**src/hdl/bms_pkg.sv**
```systemverilog
// ----------------------------------------------------------------------------
// bms_pkg
// Shared types, character codes and the comment/quote context table for the
// bracket match scanner.
// ----------------------------------------------------------------------------
package bms_pkg;

  typedef enum logic [1:0] {
    ST_IDLE     = 2'd0,
    ST_SEARCH   = 2'd1,
    ST_MATCH    = 2'd2,
    ST_MISMATCH = 2'd3
  } status_t;

  typedef logic [2:0] ctx_t;
  typedef logic [2:0] col_t;

  localparam logic [7:0] CH_LPAREN = 8'h28;
  localparam logic [7:0] CH_RPAREN = 8'h29;
  localparam logic [7:0] CH_LT     = 8'h3C;
  localparam logic [7:0] CH_GT     = 8'h3E;
  localparam logic [7:0] CH_LBRACK = 8'h5B;
  localparam logic [7:0] CH_RBRACK = 8'h5D;
  localparam logic [7:0] CH_LBRACE = 8'h7B;
  localparam logic [7:0] CH_RBRACE = 8'h7D;
  localparam logic [7:0] CH_BSLASH = 8'h5C;
  localparam logic [7:0] CH_SLASH  = 8'h2F;
  localparam logic [7:0] CH_QUOTE  = 8'h27;
  localparam logic [7:0] CH_DQUOTE = 8'h22;
  localparam logic [7:0] CH_STAR   = 8'h2A;
  localparam logic [7:0] CH_NL     = 8'h0A;
  localparam logic [7:0] CH_LC_A   = 8'h61;
  localparam logic [7:0] CH_LC_Z   = 8'h7A;
  localparam logic [7:0] CASE_OFS  = 8'h20;

  localparam col_t COL_BSLASH = 3'd0;
  localparam col_t COL_SLASH  = 3'd1;
  localparam col_t COL_QUOTE  = 3'd2;
  localparam col_t COL_DQUOTE = 3'd3;
  localparam col_t COL_STAR   = 3'd4;
  localparam col_t COL_NL     = 3'd5;
  localparam col_t COL_OTHER  = 3'd6;
  localparam col_t COL_IGNORE = 3'd7;

  // rows 0..7 forward scan, rows 8..15 backward scan; last column is the ignore flag
  localparam ctx_t CTX_TABLE [16][8] = '{
    '{3'd0, 3'd1, 3'd4, 3'd6, 3'd0, 3'd0, 3'd0, 3'd0},
    '{3'd0, 3'd1, 3'd4, 3'd6, 3'd2, 3'd0, 3'd0, 3'd0},
    '{3'd2, 3'd2, 3'd2, 3'd2, 3'd3, 3'd2, 3'd2, 3'd1},
    '{3'd2, 3'd0, 3'd2, 3'd2, 3'd3, 3'd2, 3'd2, 3'd1},
    '{3'd5, 3'd4, 3'd0, 3'd4, 3'd4, 3'd0, 3'd4, 3'd1},
    '{3'd4, 3'd4, 3'd4, 3'd4, 3'd4, 3'd4, 3'd4, 3'd1},
    '{3'd7, 3'd6, 3'd6, 3'd0, 3'd6, 3'd0, 3'd6, 3'd1},
    '{3'd6, 3'd6, 3'd6, 3'd6, 3'd6, 3'd6, 3'd6, 3'd1},
    '{3'd0, 3'd1, 3'd4, 3'd6, 3'd0, 3'd0, 3'd0, 3'd0},
    '{3'd0, 3'd1, 3'd4, 3'd6, 3'd2, 3'd0, 3'd0, 3'd0},
    '{3'd2, 3'd2, 3'd2, 3'd2, 3'd3, 3'd2, 3'd2, 3'd1},
    '{3'd2, 3'd0, 3'd2, 3'd2, 3'd3, 3'd2, 3'd2, 3'd1},
    '{3'd4, 3'd4, 3'd5, 3'd4, 3'd4, 3'd5, 3'd4, 3'd1},
    '{3'd4, 3'd0, 3'd0, 3'd0, 3'd0, 3'd0, 3'd0, 3'd0},
    '{3'd6, 3'd6, 3'd6, 3'd7, 3'd6, 3'd7, 3'd6, 3'd1},
    '{3'd6, 3'd0, 3'd0, 3'd0, 3'd0, 3'd0, 3'd0, 3'd0}
  };

  function automatic col_t char_column(input logic [7:0] c);
    col_t col;
    case (c)
      CH_BSLASH: col = COL_BSLASH;
      CH_SLASH:  col = COL_SLASH;
      CH_QUOTE:  col = COL_QUOTE;
      CH_DQUOTE: col = COL_DQUOTE;
      CH_STAR:   col = COL_STAR;
      CH_NL:     col = COL_NL;
      default:   col = COL_OTHER;
    endcase
    return col;
  endfunction

  function automatic logic [7:0] fold_char(input logic [7:0] c, input logic en);
    logic [7:0] f;
    f = c;
    if (en && c >= CH_LC_A && c <= CH_LC_Z) begin
      f = c - CASE_OFS;
    end
    return f;
  endfunction

endpackage

```
**src/hdl/bracket_match_scanner.sv**
```systemverilog
// ----------------------------------------------------------------------------
// bracket_match_scanner
// Comment-aware bracket matcher: tracks C comment, quote and string context
// and nesting depth over a stream of characters until the partner is found.
// ----------------------------------------------------------------------------
// Each beat on the input channel yields exactly one result beat. The context
// table lookup, character compare and nesting count update go combinationally
// straight into the result register, so a beat is accepted every cycle while
// in_stall is low and its result shows in the cycle after. in_stall rises only
// while the result register holds a beat that the sink is stalling. cfg_ready is
// always high; write case_fold only while no search is in flight.
module bracket_match_scanner #(
  parameter int COUNT_BITS = 16
) (
  input  logic                   clk,
  input  logic                   rst_n,
  input  logic                   cfg_valid,
  output logic                   cfg_ready,
  input  logic                   cfg_case_fold,
  input  logic                   in_valid,
  output logic                   in_stall,
  input  logic [7:0]             in_ch,
  input  logic                   in_start_req,
  input  logic                   in_end_of_text,
  output logic                   out_valid,
  input  logic                   out_stall,
  output bms_pkg::status_t       out_status,
  output logic                   out_ignored,
  output logic                   out_backward,
  output logic [15:0]            out_depth
);
  import bms_pkg::*;

  localparam int DW = (COUNT_BITS > 16) ? COUNT_BITS : 16;
  localparam logic [COUNT_BITS-1:0] COUNT_MAX = {COUNT_BITS{1'b1}};

  logic                  fold_r;
  ctx_t                  ctx_r, ctx_nxt;
  logic                  bwd_r, bwd_nxt;
  logic [7:0]            open_r, open_nxt;
  logic [7:0]            close_r, close_nxt;
  logic [COUNT_BITS-1:0] nest_r, nest_nxt;
  logic                  active_r, active_nxt;
  logic                  out_valid_r;
  status_t               status_r, status_nxt;
  logic                  ign_r, ign_nxt;
  logic                  bwd_out_r;
  logic [15:0]           depth_r, depth_nxt;

  logic                  in_acc;
  logic [3:0]            row;
  logic                  row_ign;
  logic [7:0]            ch_f;
  logic [DW-1:0]         nest_ext;

  assign cfg_ready = 1'b1;
  assign in_stall  = out_valid_r & out_stall;
  assign in_acc    = in_valid & ~in_stall;

  assign row     = {bwd_r, ctx_r};
  assign row_ign = CTX_TABLE[row][COL_IGNORE][0];
  assign ch_f    = fold_char(in_ch, fold_r);

  always_comb begin
    ctx_nxt    = ctx_r;
    bwd_nxt    = bwd_r;
    open_nxt   = open_r;
    close_nxt  = close_r;
    nest_nxt   = nest_r;
    active_nxt = active_r;
    status_nxt = ST_IDLE;
    ign_nxt    = 1'b0;
    if (in_start_req) begin
      open_nxt   = in_ch;
      close_nxt  = in_ch;
      bwd_nxt    = 1'b0;
      case (in_ch)
        CH_LPAREN: close_nxt = CH_RPAREN;
        CH_LT:     close_nxt = CH_GT;
        CH_LBRACK: close_nxt = CH_RBRACK;
        CH_LBRACE: close_nxt = CH_RBRACE;
        CH_RPAREN: begin close_nxt = CH_LPAREN; bwd_nxt = 1'b1; end
        CH_GT:     begin close_nxt = CH_LT;     bwd_nxt = 1'b1; end
        CH_RBRACK: begin close_nxt = CH_LBRACK; bwd_nxt = 1'b1; end
        CH_RBRACE: begin close_nxt = CH_LBRACE; bwd_nxt = 1'b1; end
        default:   close_nxt = in_ch;
      endcase
      ctx_nxt    = '0;
      nest_nxt   = '0;
      active_nxt = 1'b1;
      status_nxt = ST_SEARCH;
    end else if (!active_r) begin
      status_nxt = ST_IDLE;
    end else if (in_end_of_text) begin
      active_nxt = 1'b0;
      status_nxt = ST_MISMATCH;
    end else begin
      ctx_nxt    = CTX_TABLE[row][char_column(in_ch)];
      ign_nxt    = row_ign;
      status_nxt = ST_SEARCH;
      if (!row_ign) begin
        if (ch_f == fold_char(close_r, fold_r)) begin
          if (nest_r == '0) begin
            active_nxt = 1'b0;
            status_nxt = ST_MATCH;
          end else begin
            nest_nxt = nest_r - 1'b1;
          end
        end else if (ch_f == fold_char(open_r, fold_r)) begin
          if (nest_r != COUNT_MAX) begin
            nest_nxt = nest_r + 1'b1;
          end
        end
      end
    end
    nest_ext  = DW'(nest_nxt);
    depth_nxt = (nest_ext > DW'(16'hFFFF)) ? 16'hFFFF : nest_ext[15:0];
  end

  always_ff @(posedge clk) begin
    if (!rst_n) begin
      fold_r      <= 1'b1;
      ctx_r       <= '0;
      bwd_r       <= 1'b0;
      open_r      <= '0;
      close_r     <= '0;
      nest_r      <= '0;
      active_r    <= 1'b0;
      out_valid_r <= 1'b0;
    end else begin
      if (cfg_valid && cfg_ready) begin
        fold_r <= cfg_case_fold;
      end
      if (in_acc) begin
        ctx_r       <= ctx_nxt;
        bwd_r       <= bwd_nxt;
        open_r      <= open_nxt;
        close_r     <= close_nxt;
        nest_r      <= nest_nxt;
        active_r    <= active_nxt;
        out_valid_r <= 1'b1;
      end else if (!out_stall) begin
        out_valid_r <= 1'b0;
      end
    end
  end

  always_ff @(posedge clk) begin
    if (in_acc) begin
      status_r  <= status_nxt;
      ign_r     <= ign_nxt;
      bwd_out_r <= bwd_nxt;
      depth_r   <= depth_nxt;
    end
  end

  assign out_valid    = out_valid_r;
  assign out_status   = status_r;
  assign out_ignored  = ign_r;
  assign out_backward = bwd_out_r;
  assign out_depth    = depth_r;

endmodule

```
**config.mk**
```make
export PLATFORM = sky130hd
export DESIGN_NAME = bracket_match_scanner
export DESIGN_NICKNAME = d
export VERILOG_FILES = /design/src/hdl/bms_pkg.sv /design/src/hdl/bracket_match_scanner.sv
export SDC_FILE = /design/constraint.sdc
export NUM_CORES = 1
export LEC_CHECK = 0
export BUFFER_PORTS_ARGS = -buffer_cell sky130_fd_sc_hd__buf_2
export CAP_MARGIN = 20
export CORE_MARGIN = 2
export CORE_UTILIZATION = 55
export CTS_BUF_LIST = sky130_fd_sc_hd__clkbuf_4
export CTS_CLUSTER_SIZE = 28
export DETAILED_ROUTE_END_ITERATION = 7
export PLACE_DENSITY_LB_ADDON = 0.25
export REMOVE_ABC_BUFFERS = 1
export SLEW_MARGIN = 20
export SYNTH_ARGS = -nofsm -noshare
export SYNTH_HDL_FRONTEND = slang
export SYNTH_SLANG_ARGS = --single-unit
```
**constraint.sdc**
```tcl
create_clock -name clk -period 5.4 [get_ports clk]
set_input_delay 0.81 -clock clk [delete_from_list [all_inputs] [get_ports clk]]
set_output_delay 0.81 -clock clk [all_outputs]
set_load 0.03 [all_outputs]
```
Word level (Yosys, flattened, before mapping). Memories as Yosys holds them, arrays and structs flattened. Cells that the tools add are included. Widths: inputs -> output; s select.

Bits in registers: 59. Latch bits: 0. RAM bits: 0. Memory bits (read-only): 384. Bits of input ports: 16. Output and inout bits: 23. Logic and storage cells: 114. Memories kept: 1.

$add $sub $neg: 5. Multiply operators: 0. Divide/modulo/power cells: 0. $lt $le $gt $ge: 9. Eq/ne operators: 19. Shifts and indexed selects: 0. Muxes and demuxes: 48. Bitwise operators: 6. Reduce and logical (&&, ||, !) cells: 13.

Memories: (name not given) (words 16, bits a word 24, rd ports 1, clocked after Yosys merged registers in 0, wr ports 0, RTL line bracket_match_scanner.sv:98) `ctx_nxt = CTX_TABLE[row][char_column(in_ch)];`.

Operators by type and width (number): $mux 16 (8); $mux 8 (12); $eq 8x6->1 const B (8); $pmux 8 s8 (1); $mux 24 (2); $eq 8x7->1 const B (5); $ge 8x7->1 const B (3); $le 8x7->1 const B (3); $mux 3 (8); $sub 8x6->8 const B (3); $pmux 3 s6 (1); $add 16x1->16 const B (1); $eq 8x8->1 (2); $gt 16x16->1 const B (1); $logic_not 16->1 (1); $ne 16x16->1 const B (1); $sub 16x1->16 const B (1); $mux 1 (11); $bmux 3 s3 (1); $eq 8x4->1 const B (1); $mux 2 (4); $logic_and 1x1->1 (6); $ge 5x5->1 const B (1); $not 4->5 (1); other kinds (12) (14).

Logic depth before layout (Yosys ltp).
Depth after elaboration: 22. Gate-level depth with buffers: 13. Gate-level depth less buffers: 9.

Least setup slack after synthesis. No wires, ideal clock.

Path kind: input to register. Start: in in_ch[5]. End: reg depth_r[0] (netlist: out_depth[0]), data pin. Setup time: 0.270 ns. Data arrival time: 3.369 ns. Data required time: 5.130 ns. Slack: 1.761 ns. Stages: 13. Path buffers: 4. Path through: clkbuf_1 inv_1 ha_1 nand4_1 o31ai_1 xor2_1 or4_1 buf_2 o21a_1 buf_2 buf_1 o31ai_1 a21oi_1.

Cells in the longest elaborated chain, start to end: 12. Elaborated cells on any way between the ends: 15. Classes of those cells: 1 x add/sub; 3 x order compare; 2 x eq/ne; 7 x mux; 2 x reduce/logical.

RTL lines: start: declaration (RTL line bracket_match_scanner.sv:22) `input logic [7:0] in_ch,`; $ge 8x7->1 (RTL line bms_pkg.sv:82) `if (en && c >= CH_LC_A && c <= CH_LC_Z) begin`; $logic_and 1x1->1 (2 in series) (RTL line bms_pkg.sv:82); $mux 8 (*) (RTL line bms_pkg.sv:82); $eq 8x8->1 (RTL line bracket_match_scanner.sv:109) `end else if (ch_f == fold_char(open_r, fold_r)) begin`; $mux 16 (RTL line bracket_match_scanner.sv:109); $mux 16 (*) (RTL line bracket_match_scanner.sv:102) `if (ch_f == fold_char(close_r, fold_r)) begin`; $mux 16 (*) (RTL line bracket_match_scanner.sv:101) `if (!row_ign) begin`; $mux 16 (*) (RTL line bracket_match_scanner.sv:94) `end else if (in_end_of_text) begin`; $mux 16 (*) (RTL line bracket_match_scanner.sv:92) `end else if (!active_r) begin`; $mux 16 (*) (RTL line bracket_match_scanner.sv:73) `if (in_start_req) begin`; net nest_ext[0] (RTL line bracket_match_scanner.sv:54) `logic [DW-1:0] nest_ext;`; $gt 16x16->1 (RTL line bracket_match_scanner.sv:117) `depth_nxt = (nest_ext > DW'(16'hFFFF)) ? 16'hFFFF : nest_ext[15:0];`; end signal: assignment (RTL line bracket_match_scanner.sv:153) `depth_r <= depth_nxt;`; end: declaration (RTL line bracket_match_scanner.sv:48) `logic [15:0] depth_r, depth_nxt;`.

Mark *: on every way through the listed nets, which the timed path passes. The rest lies on a longest branch. A chain may end at the register's enable or synchronous reset.

Worst setup path after layout.
Start: in in_ch[0]. End: reg depth_r[3] (netlist: out_depth[3]), data pin.

Same word-level chain as after synthesis.

==> out/qor.json <==
{
  "sta": {
    "tns_ps": 0,
    "maxSlewHeadroom": 0.328,
    "final_hold_viol_count": 0,
    "grt_setup_unrepaired": "no",
    "final.setup_skew_ps": 15.5,
    "period_share": 0.689,
    "post-route-min-period_ps": 3720,
    "final-setup-viol-count": 0,
    "clock.fmax_ghz": 0.269,
    "worstMarginPinSlew_ps": 1010,
    "worst_hold_slack_ps": 504,
    "number_of_pins_exceeding_their_max_slew_limit_in_the_final_report": 0
  },
  "route": {
    "via_count": 4237,
    "postRouteWirelength_um": 10800,
    "drt_drc_violations_left": 0,
    "antenna_violating_nets_post_route": 0,
    "drt-vias-per-instance": 6.41,
    "drt-wirelength-per-cell_um": 16.3,
    "initial_drt_markers": 293,
    "first_pass_iters": 7
  },
  "logic_synthesis": {
    "syn-mean-instance-area_um2": 7.77,
    "post-synth-top-count-cell": "sky130_fd_sc_hd__nand2_1",
    "synth.lib_cells_used.distinct": 61,
    "yosys_warnings": 0,
    "synth_edf_count": 20,
    "synth_seq_area_share": 0.324,
    "post_synth_main_area_contributors": "sky130_fd_sc_hd__dfxtp_1 18%, sky130_fd_sc_hd__edfxtp_1 14%, sky130_fd_sc_hd__nand2_1 5.3%",
    "share_of_yosys_cell_area_claimed_by_the_top_area_cell_type": 0.183,
    "main_flop_type_after_synthesis": "sky130_fd_sc_hd__dfxtp_1",
    "async_reset_ff_frac": 0,
    "synth_seq_cells": 59,
    "netlist_top_cells_count": "60 x sky130_fd_sc_hd__nand2_1, 44 x sky130_fd_sc_hd__nor2_1, 40 x sky130_fd_sc_hd__clkbuf_1",
    "postSynthCellCount": 549,
    "syn-cell-area_um2": 4270,
    "cell_type_contributing_the_most_total_cell_area_after_synthesis": "sky130_fd_sc_hd__dfxtp_1"
  },
  "place": {
    "finalWeightedCongestion": 0.891,
    "half_perimeter_wire_length_after_placement_um": 7240,
    "buffer_ports.inserted": 37
  },
  "finish": {
    "multi_input_area_um2": 2620,
    "post_route_cells_drive_above_1_share": 0.114,
    "antenna_cells": 0,
    "nets": 576,
    "n_fill_cell": 701,
    "area_delta_synth_final_pct": 7.39,
    "area.sequential_um2": 1380
  },
  "floorplan": {
    "core_area_um2": 7610,
    "floorplan.die.height_um": 92.1,
    "die-area_um2": 8480,
    "floorplan.die.width_um": 92.1,
    "initial_core_util": 0.561,
    "num_io_pins": 39,
    "std_cell_rows": 32
  },
  "setup_path": {
    "endpoint_kind": "flip-flop",
    "critical_path_source_type": "primary input",
    "critical_path_required_ps": 5680,
    "crit_arrival_ps": 4000,
    "worst-setup-path-type": "primary input to flip-flop",
    "path_max_fanout": 39,
    "critPathLaunch": "in_ch[0]",
    "startpoint_of_the_most_critical_register_to_register_path": "close_r[0]$_SDFFE_PN0P_"
  },
  "global_routing": {
    "grt_use_total": 0.262,
    "grt_overflow_total": 0,
    "grt_antenna_before_repair": 0,
    "grt_start_max_net_pins": 45,
    "grt_pass1_wl_um": 17900,
    "first_global_vias": 3786
  },
  "clock_network": {
    "cts_tree": "built",
    "cts_buffer_depth": 2,
    "tritoncts.num_buffers": 9,
    "cts_root_buffer": "sky130_fd_sc_hd__clkbuf_4",
    "cts_htree_levels": 3,
    "cts_setup_buffers": 0,
    "holdBufCountCts": 0,
    "worst_skew_pair.late_latency_ps": 430,
    "worst_setup_hold_path_clk_slew_ps": 100,
    "number_of_instances_resized_during_post_cts_repair": 0,
    "cts_sinks": 59
  },
  "min_path": {
    "hold_path_origin": "open_r[1]$_SDFFE_PN0P_",
    "holdCritPathClass": "flip-flop to flip-flop"
  },
  "power_and_ir_drop": {
    "leakage_uw": 0.00154,
    "power_per_cell_area_nw_per_um2": 217,
    "vdd.ir_drop.worst_v": 0.000106
  },
  "run": {
    "timing.max_cap.violations": 0
  },
  "status": {
    "outcome": "finished clean"
  }
}
==> worst paths after layout <==
kind	to	slack (ps)	cells after the start
max	out_depth[3]$_DFFE_PP_	1680	10
min reg2reg	open_r[1]$_SDFFE_PN0P_	500	2
min	open_r[1]$_SDFFE_PN0P_	500	2
max reg2reg	out_depth[3]$_DFFE_PP_	1980	9
==> report_power, final <==
group	internal, uW	switching, uW
Combinational	42.5	100
Sequential	474	11.9
Clock	189	175
Total	705	287
==> cells in the final DEF (no fill, tap or decap), drive strengths merged, types with 19 or more instances in the layout <==
cell / n
inv: 19
nor2: 44
nor3: 20
edfxtp: 20
dfxtp: 39
a21oi: 35
o21ai: 21
or4: 19
nand3: 26
buf: 42
nand2: 60
==> layer usage <==
layer,wire (um),vias up,part of all wire,track usage
met3,629,19,0.058,0.0452
met1,4630,2012,0.43,0.330
met5,0,-,0,0
met2,5350,134,0.50,0.444
met4,189,0,0.018,0.104
li1,-,2072,-,-
==> cells by family (layout without fill, tap and decap cells) <==
family / count (synthesis) / count (layout) / synth area share
and+or+nand+nor: 233 / 233 / 0.284
xor gates and xnor gates: 20 / 20 / 0.0411
muxes: 12 / 12 / 0.0285
DFF: 59 / 59 / 0.324
adders and majority gates: 6 / 6 / 0.0176
AOI/OAI and AO/OA: 150 / 150 / 0.241
buffers and inverters: 68 / 78 / 0.0639
other: 1 / 1 / 0.000879
==> worst max-delay path, cell delays in order <==
cell and delay [ps]:
sky130_fd_sc_hd__buf_2 210, sky130_fd_sc_hd__or4_1 570, sky130_fd_sc_hd__nor3_2 190, sky130_fd_sc_hd__o31ai_1 160, sky130_fd_sc_hd__xor2_1 220, sky130_fd_sc_hd__or4_1 540, sky130_fd_sc_hd__buf_4 230, sky130_fd_sc_hd__o21a_2 350
sky130_fd_sc_hd__or4_1 550, sky130_fd_sc_hd__a21oi_1 160
==> per-stage QoR <==
step	setup WS, ps	instance area (um2)	utilization	power [uW]	instances
2_1_floorplan	1420	4070	-	583	501
3_3_place_gp	1070	4420	0.582	632	645
3_5_place_dp	973	4420	0.582	637	645
4_1_cts	1400	4580	0.602	995	661
5_1_grt	1490	4580	0.602	1040	661
6_report	1680	4580	0.602	992	661
==> flip-flops by register name (all words and copies together) (netlist names) <==
signal and count:
active_r 1, out_status 2, fold_r 1, open_r 8, bwd_r 1, nest_r 16
out_backward 1, close_r 8, out_depth 16, ctx_r 3, out_valid 1, out_ignored 1
==> cell type report <==
cell class              instances  area share
well taps                     102      0.0279
clock buffers                  10      0.0164
flip-flops and latches         59       0.302
multi-input cells             422       0.572
repair buffers                 42      0.0486
inverters                      20      0.0164
clock inverters                 6      0.0175
No activity file was read; power rests on OpenSTA's default activity.
